<file path="src/cpctm_pkg.sv">
// ----------------------------------------------------------------------------
// cpctm_pkg
// shared constants and codes of the cyclic prefix correlation timing metric
// ----------------------------------------------------------------------------
package cpctm_pkg;

    localparam int SMP_W      = 16;
    localparam int MET_W      = 16;
    localparam int WIN_W      = 24;
    localparam int FFT_REG_W  = 12;
    localparam int CP_REG_W   = 10;
    localparam int CFG_DATA_W = 12;
    localparam int CFG_IDX_W  = 2;

    localparam logic [CFG_IDX_W-1:0] CFG_FFT_LEN = 2'd0;
    localparam logic [CFG_IDX_W-1:0] CFG_CP_LEN  = 2'd1;

    localparam logic [FFT_REG_W-1:0] FFT_LEN_RST = 12'd64;
    localparam logic [CP_REG_W-1:0]  CP_LEN_RST  = 10'd16;

    localparam int DEF_MAX_FFT     = 2048;
    localparam int DEF_MAX_CP      = 512;
    localparam int DEF_SAMPLE_BITS = 16;

endpackage

</file>
<file path="src/cpctm_queue.sv">
// ----------------------------------------------------------------------------
// cpctm_queue
// two-entry queue of window snapshots between front and back
// ----------------------------------------------------------------------------
module cpctm_queue
    import cpctm_pkg::*;
#(
    parameter int DATA_W = 8
) (
    input  logic              i_clk,
    input  logic              i_rst_n,
    input  logic              i_push_valid,
    output logic              o_push_ready,
    input  logic [DATA_W-1:0] i_push_data,
    output logic              o_pop_valid,
    input  logic              i_pop_ready,
    output logic [DATA_W-1:0] o_pop_data
);

    logic [DATA_W-1:0] r_mem [2];
    logic              r_wp, r_rp;
    logic [1:0]        r_cnt;
    logic              push, pop;

    assign o_push_ready = (r_cnt != 2'd2);
    assign o_pop_valid  = (r_cnt != 2'd0);
    assign o_pop_data   = r_mem[r_rp];
    assign push         = i_push_valid && o_push_ready;
    assign pop          = o_pop_valid && i_pop_ready;

    always_ff @(posedge i_clk) begin
        if (push) r_mem[r_wp] <= i_push_data;
    end

    always_ff @(posedge i_clk) begin
        if (!i_rst_n) begin
            r_wp  <= 1'b0;
            r_rp  <= 1'b0;
            r_cnt <= 2'd0;
        end else begin
            if (push) r_wp <= ~r_wp;
            if (pop) r_rp <= ~r_rp;
            r_cnt <= r_cnt + 2'(push) - 2'(pop);
        end
    end

endmodule

</file>
<file path="config.mk">
export PLATFORM = sky130hd
export DESIGN_NAME = cpctm_queue
export DESIGN_NICKNAME = d
export VERILOG_FILES = /design/src/cpctm_pkg.sv /design/src/cpctm_queue.sv
export SDC_FILE = /design/constraint.sdc
export NUM_CORES = 1
export LEC_CHECK = 0
export ABC_AREA = 0
export CAP_MARGIN = 30
export CORE_MARGIN = 2
export CORE_UTILIZATION = 55
export CTS_BUF_LIST = sky130_fd_sc_hd__clkbuf_8
export DETAILED_ROUTE_END_ITERATION = 10
export DONT_BUFFER_PORTS = 1
export GPL_ROUTABILITY_DRIVEN = 0
export PLACE_DENSITY = 0.69
export REMOVE_ABC_BUFFERS = 1
export SETUP_SLACK_MARGIN = 0.05
export SLEW_MARGIN = 20
export SYNTH_ARGS = -nofsm -noshare
export SYNTH_HDL_FRONTEND = slang
export SYNTH_SLANG_ARGS = --single-unit
export TNS_END_PERCENT = 10
</file>
<file path="constraint.sdc">
create_clock -name i_clk -period 4.4 [get_ports i_clk]
set_input_delay 0.22 -clock i_clk [delete_from_list [all_inputs] [get_ports i_clk]]
set_output_delay 0.22 -clock i_clk [all_outputs]
set_load 0.02 [all_outputs]
</file>
==> results.md <==
- #FFs+latches synth: 21
- Worst setup SP type: flop
- Slowest Stage Delay on Critical Path: 0.37 ns
- Clk slew on worst S/H paths: 0.07 ns
- Total clock sinks: 21
- Post-route core utilization: 0.652
- Die W: 42.4 um
- Combinational Power Share: 0.273
- Fin worst setup slack: 2.57 ns
- Total gr overflow: 0
- Crit Path Class: reg -> reg
- DR vias: 359
- Setup bufs post-CTS: 0
- Drt drc: 0
- Initial core utilization: 0.608
- # diodes: 0
- Worst vdd ir: 338 uV
- Synth-to-Final Area Change: 7.25%
- Ys Warns: 0
- Post-Synth XOR/XNOR Area: 0.0324
- Pin count of the biggest net entering global routing: 12
- Clk_lat worst skew: 0.25 ns
- Arrival time worst endpoint: 1.98 ns
- CP cell instances: nand2b_1, nand2_1, ha_1, inv_1, ha_1, xnor2_1, xnor2_1, and2_1
- Global-route usage over all layers: 0.137
- Fraction of the mapped netlist area in simple logic gates: 0.0756
- LEAKAGE: 0.314 nW
- Area share of the leading cell type in the synthesized netlist: 0.593
- Port Buffers: 0
- Max-Cap Viols: 0
- Asr flop ratio synth: 0
- Htree depth: 1
- Distinct cells, synth: 16
- I/O pin cnt: 22
- Hold Vio Cnt, Final: 0
- Worst relative slew slack: 0.570
- Mean post-synth cell area: 16.5 um2
- Flop pwr share: 0.515
- Post-synthesis sequential area ratio: 0.716
- Layout cells sized above 1: 0.250
- RSZ-0062 raised after global routing: false
- First-pass GRT wire length: 1.73 mm
- Initial antenna violation count: 0
- Final Max Slew Viols: 0
- Hold Crit Depth: 0
- Yosys top cell by area: edfxtp_1
- Most frequent cells after synthesis: edfxtp_1 (16), mux2_2 (8), dfxtp_1 (5)
- Drt pass-1 iters: 3
- Synth Area in Compound Gates: 0.0108
- Tot Pwr: 0.536 mW
- Worst Max-Slew Pin Slew: 0.643 ns
- Detailed Route Iter0 Violations: 3
- Sw frac: 0.299
- Clock root cell: clkbuf_8
- Crit-path max FO: 4
- Post-CTS sizing: 0
- Hold buffers post-CTS: 0
- Area contributors post-synth: edfxtp_1 (59%), dfxtp_1 (12%), mux2_2 (11%), xnor2_1 (3.2%), ha_1 (3.1%)
- Die area: 0.00180 mm2
- Clk_skew: 0.00281 ns
- CTS tree: yes
- Hold slack: 0.0631 ns
- DRT antenna net count: 0
- CP required: 4.55 ns
- Critical Path End Type: flop
- Fin area: 870 um2
- Routed WL per cell: 16.4 um
- Fillers: 97
- Worst slack, placed: 2.56 ns
- P_int: 0.376 mW
- Tcrit/Tclk final: 0.416
- Netlist Area Pre-Place: 811 um2
- Cell Area, Placed: 825 um2
- Largest family of logic cells by synthesized area: multiplexers
- Mux cell area share after synthesis: 0.123
- Status: finished clean
- CTS buffer count: 3
- Worst hold path type: in -> reg
- FP Rows: 13
- Count of nets after finishing: 67
- Post-synth EDFFs: 16
- Vias in the first global route: 373
- Pwr dens: 616 mW/mm2
- CTS max path bufs: 2
- Dpl cells: 63
- Top-count cell post-synth: edfxtp_1
- Worst Reg2Reg Path Length in Cells: 8
- Die height: 42.4 um
- Final Setup Violations: 0
- Clock power frac: 0.211
- Slowest CP cell: dfxtp_1
- Post-route setup TNS: 0 ns
- Crit path time final: 1.83 ns
- Drt total wl: 1.10 mm
- Sw Pwr: 0.160 mW
- Non-filler cells, final: 67
- F_max: 0.546 GHz
- Routed vias/inst: 5.36
- Synth Instances: 49
- Synth Area in Adders: 0.0309
- Core area: 0.00133 mm2
- Top_reg_cell synth: edfxtp_1
==> cells in the final DEF, fill, tap and decap left out <==
master	n
or2_2	1
inv_1	2
dfxtp_1	5
and3_1	1
ha_1	2
nand2b_1	2
nor2_1	1
nor2b_1	2
edfxtp_1	16
nand2_1	2
clkbuf_8	3
xnor2_1	3
mux2i_1	1
and2_1	2
o21a_2	1
mux2_2	8
==> area by class of cell <==
class / count / area, um2 / area share
inverter: 1 / 3.75 / 0.00432
clock inverter: 1 / 3.75 / 0.00432
sequential: 21 / 581 / 0.668
multi-input combinational: 26 / 221 / 0.255
tap: 15 / 18.8 / 0.0216
clock buffer: 3 / 41.3 / 0.0475
==> power by group through the flow <==
stage	clock, mW	sequential (mW)	combinational [mW]
3_5_place_dp	0	0.280	0.149
2_1_floorplan	0	0.274	0.134
5_1_grt	0.126	0.282	0.159
3_3_place_gp	0	0.277	0.143
6_report	0.113	0.276	0.146
4_1_cts	0.118	0.276	0.149
==> worst paths after layout <==
path	start	endpoint	slack (ns)
setup / recovery	r_cnt[0]$_SDFF_PN0_	r_cnt[1]$_SDFF_PN0_	2.57
hold / removal	i_push_data[0]	r_mem[1][0]$_DFFE_PP_	0.06
setup reg to reg	r_cnt[0]$_SDFF_PN0_	r_cnt[1]$_SDFF_PN0_	2.57
hold reg to reg	r_wp$_SDFFE_PN0N_	r_wp$_SDFFE_PN0N_	0.55
==> state kept, by name, indices dropped and copies added (netlist names), named ones only <==
name and cells:
r_rp 1, r_wp 1, r_mem 16, r_cnt 2
==> metal layers <==
metal,global-route usage,wire [um]
met1,0.142,392
met2,0.246,624
met3,0.0517,83
met4,0.0563,0
met5,0,0
==> logic make-up (layout without fill, tap and decap cells) <==
family                     Yosys count  in the layout
xor gates and xnor gates             3              3
DFF                                 21             21
AOI/OAI and AO/OA                    1              1
and+or+nand+nor                     11             11
muxes                                9              9
adders and majority gates            2              2
buffers and inverters                2              5
==> critical path: cells and delay by family (launching register included) <==
kind                       cells  cell delay, ns
xor gates and xnor gates       2            0.25
adders and majority gates      2            0.48
buffers and inverters          1            0.04
DFF                            1            0.37
and+or+nand+nor                3            0.59
Power figures use the tool's default switching activity.
