<file path="config.mk">
export PLATFORM = sky130hd
export DESIGN_NAME = cpctm_back_flat
export DESIGN_NICKNAME = d
export VERILOG_FILES = /design/src/cpctm_pkg.sv /design/src/cpctm_ifs.sv /design/src/cpctm_back.sv /design/src/flat_wrapper.sv
export SDC_FILE = /design/constraint.sdc
export NUM_CORES = 2
export LEC_CHECK = 0
export BUFFER_PORTS_ARGS = -buffer_cell sky130_fd_sc_hd__buf_2
export CAP_MARGIN = 20
export CELL_PAD_IN_SITES_DETAIL_PLACEMENT = 1
export CELL_PAD_IN_SITES_GLOBAL_PLACEMENT = 1
export CORE_MARGIN = 2
export CORE_UTILIZATION = 45
export CTS_CLUSTER_SIZE = 24
export DETAILED_ROUTE_END_ITERATION = 7
export HOLD_SLACK_MARGIN = 0.02
export MAX_ROUTING_LAYER = met4
export PLACE_DENSITY_LB_ADDON = 0.1
export SYNTH_ARGS = -nofsm -noshare
export SYNTH_HDL_FRONTEND = slang
export SYNTH_SLANG_ARGS = --single-unit
export TNS_END_PERCENT = 50
</file>
<file path="constraint.sdc">
create_clock -name i_clk -period 33.7 [get_ports i_clk]
set_input_delay 1.685 -clock i_clk [delete_from_list [all_inputs] [get_ports i_clk]]
set_output_delay 1.685 -clock i_clk [all_outputs]
set_load 0.005 [all_outputs]
</file>
<file path="src/cpctm_pkg.sv">
// ----------------------------------------------------------------------------
// cpctm_pkg
// shared constants and codes of the cyclic prefix correlation timing metric
// ----------------------------------------------------------------------------
package cpctm_pkg;

    localparam int SMP_W      = 16;
    localparam int MET_W      = 16;
    localparam int WIN_W      = 24;
    localparam int FFT_REG_W  = 12;
    localparam int CP_REG_W   = 10;
    localparam int CFG_DATA_W = 12;
    localparam int CFG_IDX_W  = 2;

    localparam logic [CFG_IDX_W-1:0] CFG_FFT_LEN = 2'd0;
    localparam logic [CFG_IDX_W-1:0] CFG_CP_LEN  = 2'd1;

    localparam logic [FFT_REG_W-1:0] FFT_LEN_RST = 12'd64;
    localparam logic [CP_REG_W-1:0]  CP_LEN_RST  = 10'd16;

    localparam int DEF_MAX_FFT     = 2048;
    localparam int DEF_MAX_CP      = 512;
    localparam int DEF_SAMPLE_BITS = 16;

endpackage

</file>
<file path="src/cpctm_ifs.sv">


interface cpctm_out_if
    import cpctm_pkg::*;
();
    logic             valid;
    logic             ready;
    logic [MET_W-1:0] metric;
    logic [WIN_W-1:0] window_start;

    modport source (output valid, output metric, output window_start, input ready);
    modport sink   (input valid, input metric, input window_start, output ready);
endinterface

</file>
<file path="src/cpctm_back.sv">
// ----------------------------------------------------------------------------
// cpctm_back
// normalizes a window snapshot into the metric with shift-add units
// ----------------------------------------------------------------------------
module cpctm_back
    import cpctm_pkg::*;
#(
    parameter int ACC_W  = 2 * DEF_SAMPLE_BITS + 11,
    parameter int EN_W   = 2 * DEF_SAMPLE_BITS + 10,
    parameter int SNAP_W = 2 * ACC_W + 2 * EN_W + WIN_W
) (
    input  logic              i_clk,
    input  logic              i_rst_n,
    input  logic              i_pop_valid,
    output logic              o_pop_ready,
    input  logic [SNAP_W-1:0] i_pop_data,
    cpctm_out_if.source       o_res
);

    localparam int MW   = 2 * ACC_W;
    localparam int PW   = MW + 2 * MET_W + 2;
    localparam int MC_W = $clog2(ACC_W + 1);

    typedef enum logic [8:0] {
        B_IDLE = 9'b000000001,
        B_AB   = 9'b000000010,
        B_CR   = 9'b000000100,
        B_CI   = 9'b000001000,
        B_SUM  = 9'b000010000,
        B_RHS  = 9'b000100000,
        B_SQA  = 9'b001000000,
        B_SQB  = 9'b010000000,
        B_OUT  = 9'b100000000
    } t_bstate;

    t_bstate r_state;

    logic signed [ACC_W-1:0] s_cr, s_ci;
    logic [EN_W-1:0]  s_a, s_b;
    logic [WIN_W-1:0] s_wi;

    logic [ACC_W-1:0] r_ci_mag;
    logic [MW-1:0]    r_mc, r_acc, r_ab, r_sq;
    logic [ACC_W-1:0] r_mp;
    logic [MC_W-1:0]  r_cnt;
    logic [MW:0]      r_s;
    logic [PW-1:0]    r_rhs, r_p, r_u, r_t, r_cand;
    logic [MET_W-1:0] r_m, r_bit, r_met;
    logic [WIN_W-1:0] r_wi;

    logic [MW-1:0] acc_next;
    logic          mul_last;

    assign {s_wi, s_b, s_a, s_ci, s_cr} = i_pop_data;

    assign acc_next = r_acc + (r_mp[0] ? r_mc : '0);
    assign mul_last = (r_cnt == MC_W'(ACC_W - 1));

    function automatic logic [ACC_W-1:0] mag(input logic signed [ACC_W-1:0] v);
        return v[ACC_W-1] ? ACC_W'(-v) : ACC_W'(v);
    endfunction

    assign o_pop_ready = (r_state == B_IDLE);

    always_ff @(posedge i_clk) begin
        if (!i_rst_n) begin
            r_state <= B_IDLE;
        end else begin
            unique case (r_state)
                B_IDLE: begin
                    if (i_pop_valid) begin
                        r_wi     <= s_wi;
                        r_ci_mag <= mag(s_ci);
                        r_acc    <= '0;
                        r_cnt    <= '0;
                        if (s_a == '0 || s_b == '0) begin
                            r_met   <= '0;
                            r_state <= B_OUT;
                        end else begin
                            r_mc    <= MW'(s_a);
                            r_mp    <= ACC_W'(s_b);
                            r_state <= B_AB;
                        end
                        r_sq <= MW'(mag(s_cr));
                    end
                end
                B_AB, B_CR, B_CI: begin
                    r_acc <= acc_next;
                    r_mc  <= r_mc << 1;
                    r_mp  <= r_mp >> 1;
                    r_cnt <= r_cnt + MC_W'(1);
                    if (mul_last) begin
                        r_acc <= '0;
                        r_cnt <= '0;
                        if (r_state == B_AB) begin
                            r_ab    <= acc_next;
                            r_mc    <= r_sq;
                            r_mp    <= ACC_W'(r_sq);
                            r_state <= B_CR;
                        end else if (r_state == B_CR) begin
                            r_sq    <= acc_next;
                            r_mc    <= MW'(r_ci_mag);
                            r_mp    <= r_ci_mag;
                            r_state <= B_CI;
                        end else begin
                            r_s     <= (MW+1)'(r_sq) + (MW+1)'(acc_next);
                            r_state <= B_SUM;
                        end
                    end
                end
                B_SUM: begin
                    // 65535^2 = 2^32 - 2^17 + 1
                    r_rhs   <= (PW'(r_s) << (2 * MET_W)) + PW'(r_s);
                    r_state <= B_RHS;
                end
                B_RHS: begin
                    r_rhs   <= r_rhs - (PW'(r_s) << (MET_W + 1));
                    r_p     <= '0;
                    r_u     <= '0;
                    r_t     <= PW'(r_ab) << (2 * (MET_W - 1));
                    r_m     <= '0;
                    r_bit   <= {1'b1, {(MET_W-1){1'b0}}};
                    r_state <= B_SQA;
                end
                B_SQA: begin
                    r_cand  <= r_p + r_u + r_t;
                    r_state <= B_SQB;
                end
                B_SQB: begin
                    if (r_cand <= r_rhs) begin
                        r_p <= r_cand;
                        r_u <= (r_u >> 1) + r_t;
                        r_m <= r_m | r_bit;
                    end else begin
                        r_u <= r_u >> 1;
                    end
                    r_t   <= r_t >> 2;
                    r_bit <= r_bit >> 1;
                    if (r_bit[0]) begin
                        r_met   <= (r_cand <= r_rhs) ? (r_m | r_bit) : r_m;
                        r_state <= B_OUT;
                    end else begin
                        r_state <= B_SQA;
                    end
                end
                B_OUT: if (o_res.ready) r_state <= B_IDLE;
                default: r_state <= B_IDLE;
            endcase
        end
    end

    assign o_res.valid        = (r_state == B_OUT);
    assign o_res.metric       = r_met;
    assign o_res.window_start = r_wi;

endmodule

</file>
<file path="src/flat_wrapper.sv">
// flat-port wrapper written by rule: the top's interface ports become plain ports
module cpctm_back_flat import cpctm_pkg::*;
#(
    parameter int ACC_W  = 2 * DEF_SAMPLE_BITS + 11,
    parameter int EN_W   = 2 * DEF_SAMPLE_BITS + 10,
    parameter int SNAP_W = 2 * ACC_W + 2 * EN_W + WIN_W
)
  (i_clk, i_rst_n, i_pop_valid, o_pop_ready, i_pop_data, o_res_valid, o_res_metric, o_res_window_start, o_res_ready);
  cpctm_out_if o_res_i ();
  input  logic i_clk;
  input  logic i_rst_n;
  input  logic i_pop_valid;
  output logic o_pop_ready;
  input  logic [SNAP_W-1:0] i_pop_data;
  output wire logic [$bits(o_res_i.valid)-1:0] o_res_valid;
  output wire logic [$bits(o_res_i.metric)-1:0] o_res_metric;
  output wire logic [$bits(o_res_i.window_start)-1:0] o_res_window_start;
  input wire logic [$bits(o_res_i.ready)-1:0] o_res_ready;
  assign o_res_valid = o_res_i.valid;
  assign o_res_metric = o_res_i.metric;
  assign o_res_window_start = o_res_i.window_start;
  assign o_res_i.ready = o_res_ready;
  cpctm_back #(.ACC_W(ACC_W), .EN_W(EN_W), .SNAP_W(SNAP_W)) u_core (.i_clk(i_clk), .i_rst_n(i_rst_n), .i_pop_valid(i_pop_valid), .o_pop_ready(o_pop_ready), .i_pop_data(i_pop_data), .o_res(o_res_i));
endmodule
</file>
==> flow_summary.json <==
{
  "status": "finished clean",
  "relSlewSlack_pct": 15.8,
  "min_from": "u_core.r_ab[84]$_DFFE_PP_",
  "power.density_nw_per_um2": 54.4,
  "hold_violations": 0,
  "place_congestion": 0.943,
  "post_cts_buffers": 0,
  "worstMarginPinSlew_ns": 1.25,
  "setup_viol": 0,
  "wl_um": 296000,
  "worstSetupPathType": "reg2reg",
  "busiest_layer": "met2",
  "grt.total_usage_pct": 30.9,
  "synth.area.mux_share_pct": 0.269,
  "clock_skew_ns": 0.0300,
  "required_ns": 34.25,
  "rsz0062_at_grt": "no",
  "cts_root_buffer": "clkbuf_16",
  "final_nets": 9969,
  "grt.met1_usage_pct": 44.5,
  "worst-path-max-fanout": 86,
  "grt_first_pass_wirelength_um": 444000,
  "whs_ns": 0.528,
  "first_pass_iters": 5,
  "die-area_sq_um": 194000,
  "antenna_found_initial": 12,
  "synthSimpleGateAreaFrac_pct": 15.4,
  "dieWidth_um": 440,
  "syn_nets": 9915,
  "cp_common_cell": "o21ai_1",
  "clock_sinks": 1200,
  "cts_hold_buffers": 0,
  "synth-adder-area-share_pct": 12.7,
  "yosysSeqAreaShare_pct": 41.9,
  "synth_compound_area_share_pct": 19.3,
  "drive_gt1_share_pct": 6.71,
  "ys_ff_latch": 1200,
  "detail-route-antenna-nets": 0,
  "drt-vias-per-instance": 6.03,
  "crit_start": "u_core.r_mp[0]$_DFFE_PP_",
  "rr_startpoint": "u_core.r_mp[0]$_DFFE_PP_",
  "grt_util_met3_pct": 3.74,
  "cp.arrival_ns": 9.07,
  "cp.buffers_inverters": 2,
  "n_fill_cell": 21356,
  "grt_pass1_vias": 71061,
  "cts-htree-levels": 4,
  "netlist_area_sq_um": 85700,
  "ys_types": 90,
  "use_met2_pct": 45.0,
  "cts_tree": "built",
  "grt_max_degree": 91,
  "timing.final.crit_share_pct": 25.3,
  "ios": 240,
  "port_buffers": 239,
  "synth_xor_area_share_pct": 6.67,
  "cpMaxStageDelayCell": "a2111oi_0",
  "rows": 160,
  "dp_hpwl_um": 235000,
  "synth_top_family_by_area": "compound AO/OA/AOI/OAI gates",
  "min_path_type": "reg2reg",
  "syn_inst": 8920,
  "p_leak_nw": 37.5,
  "routedWlPerCell_um": 25.5,
  "clk_pin_slew_ns": 0.05,
  "cts_buffers": 147,
  "setup_tns_ns": 0,
  "ys_async_sr_fraction_pct": 0,
  "cp_top_family": "compound AO/OA/AOI/OAI gates",
  "drt_iter0_markers": 5984,
  "post-route-min-period_ns": 8.52,
  "start_kind": "flip-flop",
  "ctsLongestPathBuffers": 3,
  "clk_latency_ns": 0.83,
  "start_util_pct": 45.2,
  "synth_area_per_cell_sq_um": 9.61,
  "die_y_um": 440,
  "core-area_sq_um": 190000,
  "route.detailed.drc": 0,
  "maxSlewViolCount": 0,
  "syn2layout_area_growth_pct": 9.71,
  "max_stage_delay_ns": 0.66,
  "yosys_most_used_dff": "edfxtp_1",
  "synth_edf_count": 1191,
  "crit_path_end_kind": "flip-flop",
  "overflow": 0,
  "ys_warn_count": 0,
  "ir_drop_v": 0.0000557,
  "max_cap_viol_count": 0,
  "final_core_util_pct": 49.5,
  "cts_resized": 0,
  "clock.fmax_ghz": 0.117,
  "num_vias": 70032
}
cell usage in the layout (no fill, tap or decap), types with 122 or more instances in the layout:
master / Yosys / final
nand2_1: 798 / 797
a21oi_1: 916 / 914
ha_1: 675 / 675
fa_1: 122 / 122
edfxtp_1: 1191 / 1191
inv_1: 464 / 464
buf_2: 8 / 239
xor2_1: 213 / 213
nor3_1: 127 / 124
xnor2_1: 440 / 440
nand3_1: 123 / 122
a21o_1: 395 / 395
o21ai_0: 482 / 482
and2_1: 283 / 282
o21bai_1: 126 / 126
clkbuf_16: 0 / 147
nand4_1: 215 / 215
nor2_1: 834 / 830
layer usage:
metal	routed length [um]	vias up
met1	142000	34920
met2	127000	1957
li1	-	32729
met5	0	-
met4	10200	0
met3	16900	426
per-stage QoR:
stage	instances	worst slack, ns	power [W]	cell area (sq um)
2_1_floorplan	8920	6.72	0.00304	85700
3_3_place_gp	11333	25.33	0.00347	89200
3_5_place_dp	11333	25.20	0.00350	89200
4_1_cts	11600	25.19	0.00513	94000
5_1_grt	11607	24.55	0.00536	94000
6_report	11611	25.18	0.00511	94000
layout make-up:
| cell class | instances | area, sq um | area share, % |
|---|---|---|---|
| Multi-Input combinational cell | 6856 | 46700 | 49.6 |
| Sequential cell | 1200 | 35900 | 38.2 |
| Clock buffer | 170 | 3760 | 4.00 |
| Tap cell | 2511 | 3140 | 3.34 |
| Inverter | 465 | 1750 | 1.86 |
| Timing Repair Buffer | 304 | 1720 | 1.83 |
| Clock inverter | 97 | 1020 | 1.09 |
| Antenna cell | 8 | 20.0 | 0.0213 |
worst paths after layout:
path / to / slack, ns / cells past startpoint
worst min-delay path: u_core.r_t[114]$_SDFFCE_PP0P_ / 0.53 / 1
worst min register to register: u_core.r_t[114]$_SDFFCE_PP0P_ / 0.53 / 1
worst max-delay path: u_core.r_s[82]$_DFFE_PP_ / 25.18 / 31
worst max register to register: u_core.r_s[82]$_DFFE_PP_ / 25.18 / 31
registers in the layout, summed over array words and instances, names as in the netlist, 87 cells and up:
register and count:
u_core.r_cand 120, u_core.r_rhs 120, u_core.r_p 120, u_core.r_t 116, u_core.r_s 87, u_core.r_u 120
power breakdown:
part	internal, W	leakage (nW)	total, W	switching, W
Clock	0.000919	2.32	0.00161	0.000695
Sequential	0.00185	11.0	0.00191	0.0000625
Combinational	0.000574	24.1	0.00159	0.00102
synth_stat cells, drive strengths merged (31+ instances only):
| master | n | area, sq um |
|---|---|---|
| nand2b | 74 | 463 |
| nor2 | 834 | 3130 |
| nand3 | 123 | 616 |
| a22oi | 46 | 345 |
| xor2 | 213 | 1870 |
| o21a | 65 | 498 |
| and2 | 284 | 1780 |
| or3 | 34 | 213 |
| nand4 | 215 | 1350 |
| and3 | 61 | 382 |
| a221o | 87 | 871 |
| nor4 | 57 | 357 |
| a21oi | 916 | 4580 |
| nand2 | 798 | 3000 |
| a211oi | 46 | 345 |
| a21o | 395 | 2970 |
| o21bai | 126 | 946 |
| clkbuf | 379 | 1420 |
| fa | 122 | 2440 |
| ha | 675 | 8450 |
| nor2b | 83 | 519 |
| nor3 | 128 | 646 |
| a31oi | 66 | 413 |
| xnor2 | 440 | 3850 |
| o21ai | 501 | 2520 |
| inv | 464 | 1740 |
| edfxtp | 1191 | 35800 |
| or4 | 31 | 233 |
| o31ai | 61 | 488 |
| a22o | 56 | 490 |
kinds of logic (layout without fill, tap and decap cells):
family	count (synthesis)	in the layout
compound gates	2596	2596
flops	1200	1200
other cells	0	8
mux	23	23
fa+ha+maj	797	797
simple gates	2787	2787
buf+inv	864	1036
xor+xnor	653	653
(Power assumes the default switching activity.)
